### src/hw/rtl/pmst_pkg.sv
// ----------------------------------------------------------------------------
// pmst_pkg
// Shared widths, reset values and controller/datapath interface types for the
// edge-list minimum spanning tree block.
// ----------------------------------------------------------------------------
package pmst_pkg;

	localparam int VTX_W = 6;
	localparam int WGT_W = 16;
	localparam int CFG_W = 7;
	localparam logic [CFG_W-1:0] VCOUNT_RESET = 7'd64;

	typedef struct packed {
		logic load;
		logic init;
		logic scan_start;
		logic relax_start;
		logic out_start;
	} pmst_cmd_t;

	typedef struct packed {
		logic scan_done;
		logic found;
		logic relax_done;
		logic out_done;
	} pmst_stat_t;

endpackage

### src/hw/rtl/pmst_ctrl.sv
// ----------------------------------------------------------------------------
// pmst_ctrl
// Sequencer: edge loading, tree init, alternating minimum scan and edge
// relaxation rounds, then result readout.
// ----------------------------------------------------------------------------
module pmst_ctrl import pmst_pkg::*; (
	input  logic       clk,
	input  logic       arst_n,
	input  logic       start,
	input  logic       last_edge,
	input  pmst_stat_t stat,
	output pmst_cmd_t  cmd,
	output logic       busy
);

	typedef enum logic [2:0] {
		ST_IDLE,
		ST_INIT,
		ST_SCAN,
		ST_RELAX,
		ST_OUT
	} state_t;

	state_t state_q;
	logic   busy_q;
	logic   init_q;
	logic   scan_q;
	logic   relax_q;
	logic   out_q;

	assign busy = busy_q;
	assign cmd  = '{
		load:        start & ~busy_q,
		init:        init_q,
		scan_start:  scan_q,
		relax_start: relax_q,
		out_start:   out_q
	};

	always_ff @(posedge clk or negedge arst_n) begin
		if (!arst_n) begin
			state_q <= ST_IDLE;
			busy_q  <= 1'b0;
			init_q  <= 1'b0;
			scan_q  <= 1'b0;
			relax_q <= 1'b0;
			out_q   <= 1'b0;
		end else begin
			init_q  <= 1'b0;
			scan_q  <= 1'b0;
			relax_q <= 1'b0;
			out_q   <= 1'b0;
			unique case (state_q)
				ST_IDLE: begin
					if (start && last_edge) begin
						state_q <= ST_INIT;
						busy_q  <= 1'b1;
						init_q  <= 1'b1;
					end
				end
				ST_INIT: begin
					state_q <= ST_SCAN;
					scan_q  <= 1'b1;
				end
				ST_SCAN: begin
					if (stat.scan_done) begin
						if (stat.found) begin
							state_q <= ST_RELAX;
							relax_q <= 1'b1;
						end else begin
							state_q <= ST_OUT;
							out_q   <= 1'b1;
						end
					end
				end
				ST_RELAX: begin
					if (stat.relax_done) begin
						state_q <= ST_SCAN;
						scan_q  <= 1'b1;
					end
				end
				ST_OUT: begin
					if (stat.out_done) begin
						state_q <= ST_IDLE;
						busy_q  <= 1'b0;
					end
				end
				default: begin
					state_q <= ST_IDLE;
					busy_q  <= 1'b0;
				end
			endcase
		end
	end

endmodule

### config.mk
export PLATFORM = sky130hd
export DESIGN_NAME = pmst_ctrl
export DESIGN_NICKNAME = d
export VERILOG_FILES = /design/src/hw/rtl/pmst_pkg.sv /design/src/hw/rtl/pmst_ctrl.sv
export SDC_FILE = /design/constraint.sdc
export NUM_CORES = 1
export LEC_CHECK = 0
export BUFFER_PORTS_ARGS = -buffer_cell sky130_fd_sc_hd__buf_4
export CORE_AREA = 2 2 39 41
export DETAILED_ROUTE_END_ITERATION = 8
export DIE_AREA = 0 0 41 43
export GPL_ROUTABILITY_DRIVEN = 0
export PLACE_DENSITY = 0.58
export SYNTH_ARGS = -nofsm -noshare
export SYNTH_HDL_FRONTEND = slang
export SYNTH_SLANG_ARGS = --single-unit
### constraint.sdc
create_clock -name clk -period 2.05 [get_ports clk]
set_clock_uncertainty 0.2 [all_clocks]
set_input_delay 0.41 -clock clk [delete_from_list [all_inputs] [get_ports clk]]
set_output_delay 0.41 -clock clk [all_outputs]
set_load 0.01 [all_outputs]
After elaboration in Yosys (flattened, before gate mapping) --
Index checks and enable logic that the tools add are counted.
Word-level totals: register bits 8, latch bits 0, bits in writable memories 0, ROM bits 0, output and inout port bits 6, logic and storage cells 41, memories 0
Operators by class: add/subtract/negate cells 0, multiply operators 0, divide/modulo/power cells 0, $lt $le $gt $ge 0, equality and inequality tests 8, shift-type cells 0, mux-type cells 19, bitwise operators 3, reduce and logical (&&, ||, !) cells 5
Operators by type and width (number):
- 3-bit two-way mux | 5
- 3-bit case mux with 5 select lines | 1
- 1-bit two-way mux | 11
- 2-bit inequality test, second input constant | 4
- 3-bit by 2-bit equality test with 1-bit output, second input constant | 2
- 4-bit AND reduction | 1
- 3-bit by 1-bit equality test with 1-bit output, second input constant | 1
- 3-bit equality test, second input constant | 1
- 3-bit logical NOT | 1
- 1-bit case mux with 3 select lines | 1
- 3-bit AND reduction | 1
- 3-bit OR reduction | 1
- 1-bit NOT | 2
- 1-bit case mux with 2 select lines | 1
- 1-bit bitwise AND | 1
- 1-bit logical AND | 1

Logic depth before layout (Yosys ltp) --
depth after elaboration 4, depth in mapped cells 3, depth with buffers taken out 3

Worst setup path before layout --
No wires, ideal clock.
kind reg-to-output, start point register busy_q (netlist: busy), end point output cmd[4] in the netlist's numbering, data arrival time 619 ps, required time 1440 ps, slack 821 ps, stages on the path, launching flop included 2, path buffers 0, path through dfrtp_1 -> nor2b_1
RTL lines:
- from (decl) | RTL line pmst_ctrl.sv:25 | logic busy_q;
- from (signal assigned) | RTL line pmst_ctrl.sv:43 | busy_q <= 1'b0;
- from (signal assigned) | RTL line pmst_ctrl.sv:57 | busy_q <= 1'b1;
- from (signal assigned) | RTL line pmst_ctrl.sv:85 | busy_q <= 1'b0;
- to (decl) | RTL line pmst_ctrl.sv:12 | output pmst_cmd_t cmd,

==> results.cfg <==
[worst_hold_path]
hp-start = stat[2]
hp-class = input pin to register
worstHoldEndpoint = relax_q
hold_depth = 3

[critical_path]
critPathArrivalTime_ps = 920
ff2ff_path_depth = 3
critPathCaptureType = primary output
critPathLaunchType = register
rrSetupSlack_ps = 840
r2r_start = state_q[0]
cp.required_ps = 1440
crit_fanout = 4
criticalPathCategory = register to primary output
r2r-end = state_q[0]

[synth]
yosysSeqAreaShare_pct = 54.8
ys_warn_count = 0
syn-mean-instance-area_sq_um = 10.7
synth_cell_types = 16
syn-cell-area_sq_um = 365
netlist_instances = 34
synth-seq-cells = 8
synth_nets = 42

[route]
drtPass1Iterations = 4
remaining_drc_errors = 0
first_iter_violations = 4
wirelength_microns = 675
vias = 290
antenna_left = 0
vias_per_cell = 4.60
wl_per_cell_microns = 10.7

[placed_design]
dp_hpwl_microns = 514
placed_area_sq_um = 453
dp_slack_ps = 653
dp_cells = 59
io_buffer_count = 13

[clock_tree]
clk_path_buf_depth = 2
clock_sinks = 8
cts_tree = built
cts.repair.resized = 0
postCtsHoldBufs = 1
cts_made_buffers = 3
clk_latency_ps = 250
post-cts-setup-buffer-count = 0
cts-root-buf = clkbuf_4
cts_max_level = 1
path_clk_slew_ps = 60

[timing]
fin_setup_tns_ps = 0
setup_viol = 0
fmax_ghz = 0.653
worst_slew_pin_slew_ps = 250
rsz0062_at_grt = false
period_minus_slack_ps = 1530
worst_slack_ps = 519
relSlewSlack_pct = 83.3
final-hold-violation-count = 0
min_period_over_period_pct = 74.7
finalMaxSlewViolations = 0

[run_status]
status = finished, final reports clean

[power_and_ir_drop]
leakage_nw = 0.227
power_density_mw_per_mm2 = 1150
ir_drop_mv = 0.347

[die]
num_rows = 14
io_pins = 14
dieArea_sq_mm = 0.00176
die_h_microns = 43
die_x_microns = 41
core_area_sq_mm = 0.00138
start_util_pct = 26.4

[global_routing]
grt_pass1_vias = 297
antenna_found_initial = 0
grt_max_degree = 9
grt.total_usage_pct = 10.9
grt_pass1_wl_microns = 1210
grt-ovfl-total = 0

[layout]
final_common_cell = buf_4
final_area_sq_um = 485
n_fill_cell = 143
antennaDiodeCount = 0
layout_common_cells = 13 x buf_4, 8 x dfrtp_1, 4 x nor2_1
synthToLayoutAreaGrowth_pct = 32.9
layoutNonFillerInstCount = 63
final_core_util_pct = 35.1
fin_nets = 57
drive_above_1_share_pct = 36.2

[run]
max_cap_viol_count = 0
==> layer usage <==
metal | routed length, microns | up-vias | track usage, % | share of wire (%)
li1 | - | 144 | - | -
met1 | 254 | 139 | 10.8 | 38
met2 | 402 | 7 | 15.9 | 60
met3 | 19 | 0 | 3.14 | 2.8
met4 | 0 | 0 | 12.0 | 0
met5 | 0 | - | 0 | 0
==> cells by family (layout without fill, tap and decap cells) <==
logic type      Yosys count  after routing  share of synthesized area, %
simple gates             17             17                          28.4
compound gates            5              5                          8.56
buf+inv                   4             17                          8.22
flops                     8              8                          54.8
==> registers in the layout, indices dropped and copies added (netlist names) <==
name	count
busy	1
init_q	1
scan_q	1
out_q	1
state_q	3
relax_q	1
==> through the flow <==
| stage | hold slack (ps) | total power, mW |
|---|---|---|
| after CTS | 189 | 0.571 |
| after floorplan | -85.6 | 0.384 |
| after detailed placement | 35.3 | 0.442 |
| after global placement | 31.7 | 0.442 |
| after global routing | 201 | 0.607 |
| final | 204 | 0.559 |
==> Yosys cell counts <==
library cell / number / area share [%]
a21oi_1: 1 / 1.4
a31oi_1: 2 / 3.4
buf_4: 4 / 8.2
dfrtp_1: 8 / 55
nand2_1: 1 / 1.0
nand2b_1: 2 / 3.4
nand2b_4: 1 / 3.8
nand3_1: 1 / 1.4
nand3b_1: 2 / 4.1
nand4b_1: 1 / 2.4
nor2_1: 4 / 4.1
nor2b_1: 2 / 3.4
nor3_1: 2 / 2.7
nor3b_1: 1 / 2.1
o21ai_1: 1 / 1.4
o22a_1: 1 / 2.4
==> critical path, stage by stage, from the launching register on <==
cell	delay [ps]
dfrtp_1	410
nor2b_1	130
buf_4	130
==> worst max-delay path by stage <==
stage / from / end / slack (ps) / cells after the start
after detailed placement: start / cmd[4] / 650 / 3
after global routing: busy / cmd[4] / 490 / 2
final: busy / cmd[4] / 520 / 2
after CTS: busy / cmd[4] / 510 / 2
after global placement: start / cmd[4] / 660 / 3
after floorplan: busy / cmd[4] / 820 / 1
==> cell type report <==
cell class	instances	area (sq um)	share of cell area (%)
Tap cell	16	20.0	4.12
Timing Repair Buffer	14	108	22.2
Sequential cell	8	200	41.2
Multi-Input combinational cell	22	135	27.8
Clock buffer	3	22.5	4.64
==> power by group <==
group / internal (mW) / total (mW) / switching, mW
clock network: 0.0669 / 0.120 / 0.0527
logic: 0.101 / 0.175 / 0.0749
registers: 0.205 / 0.264 / 0.0583
total: 0.373 / 0.559 / 0.186
Note: power is estimated with default switching activity, not from simulation.
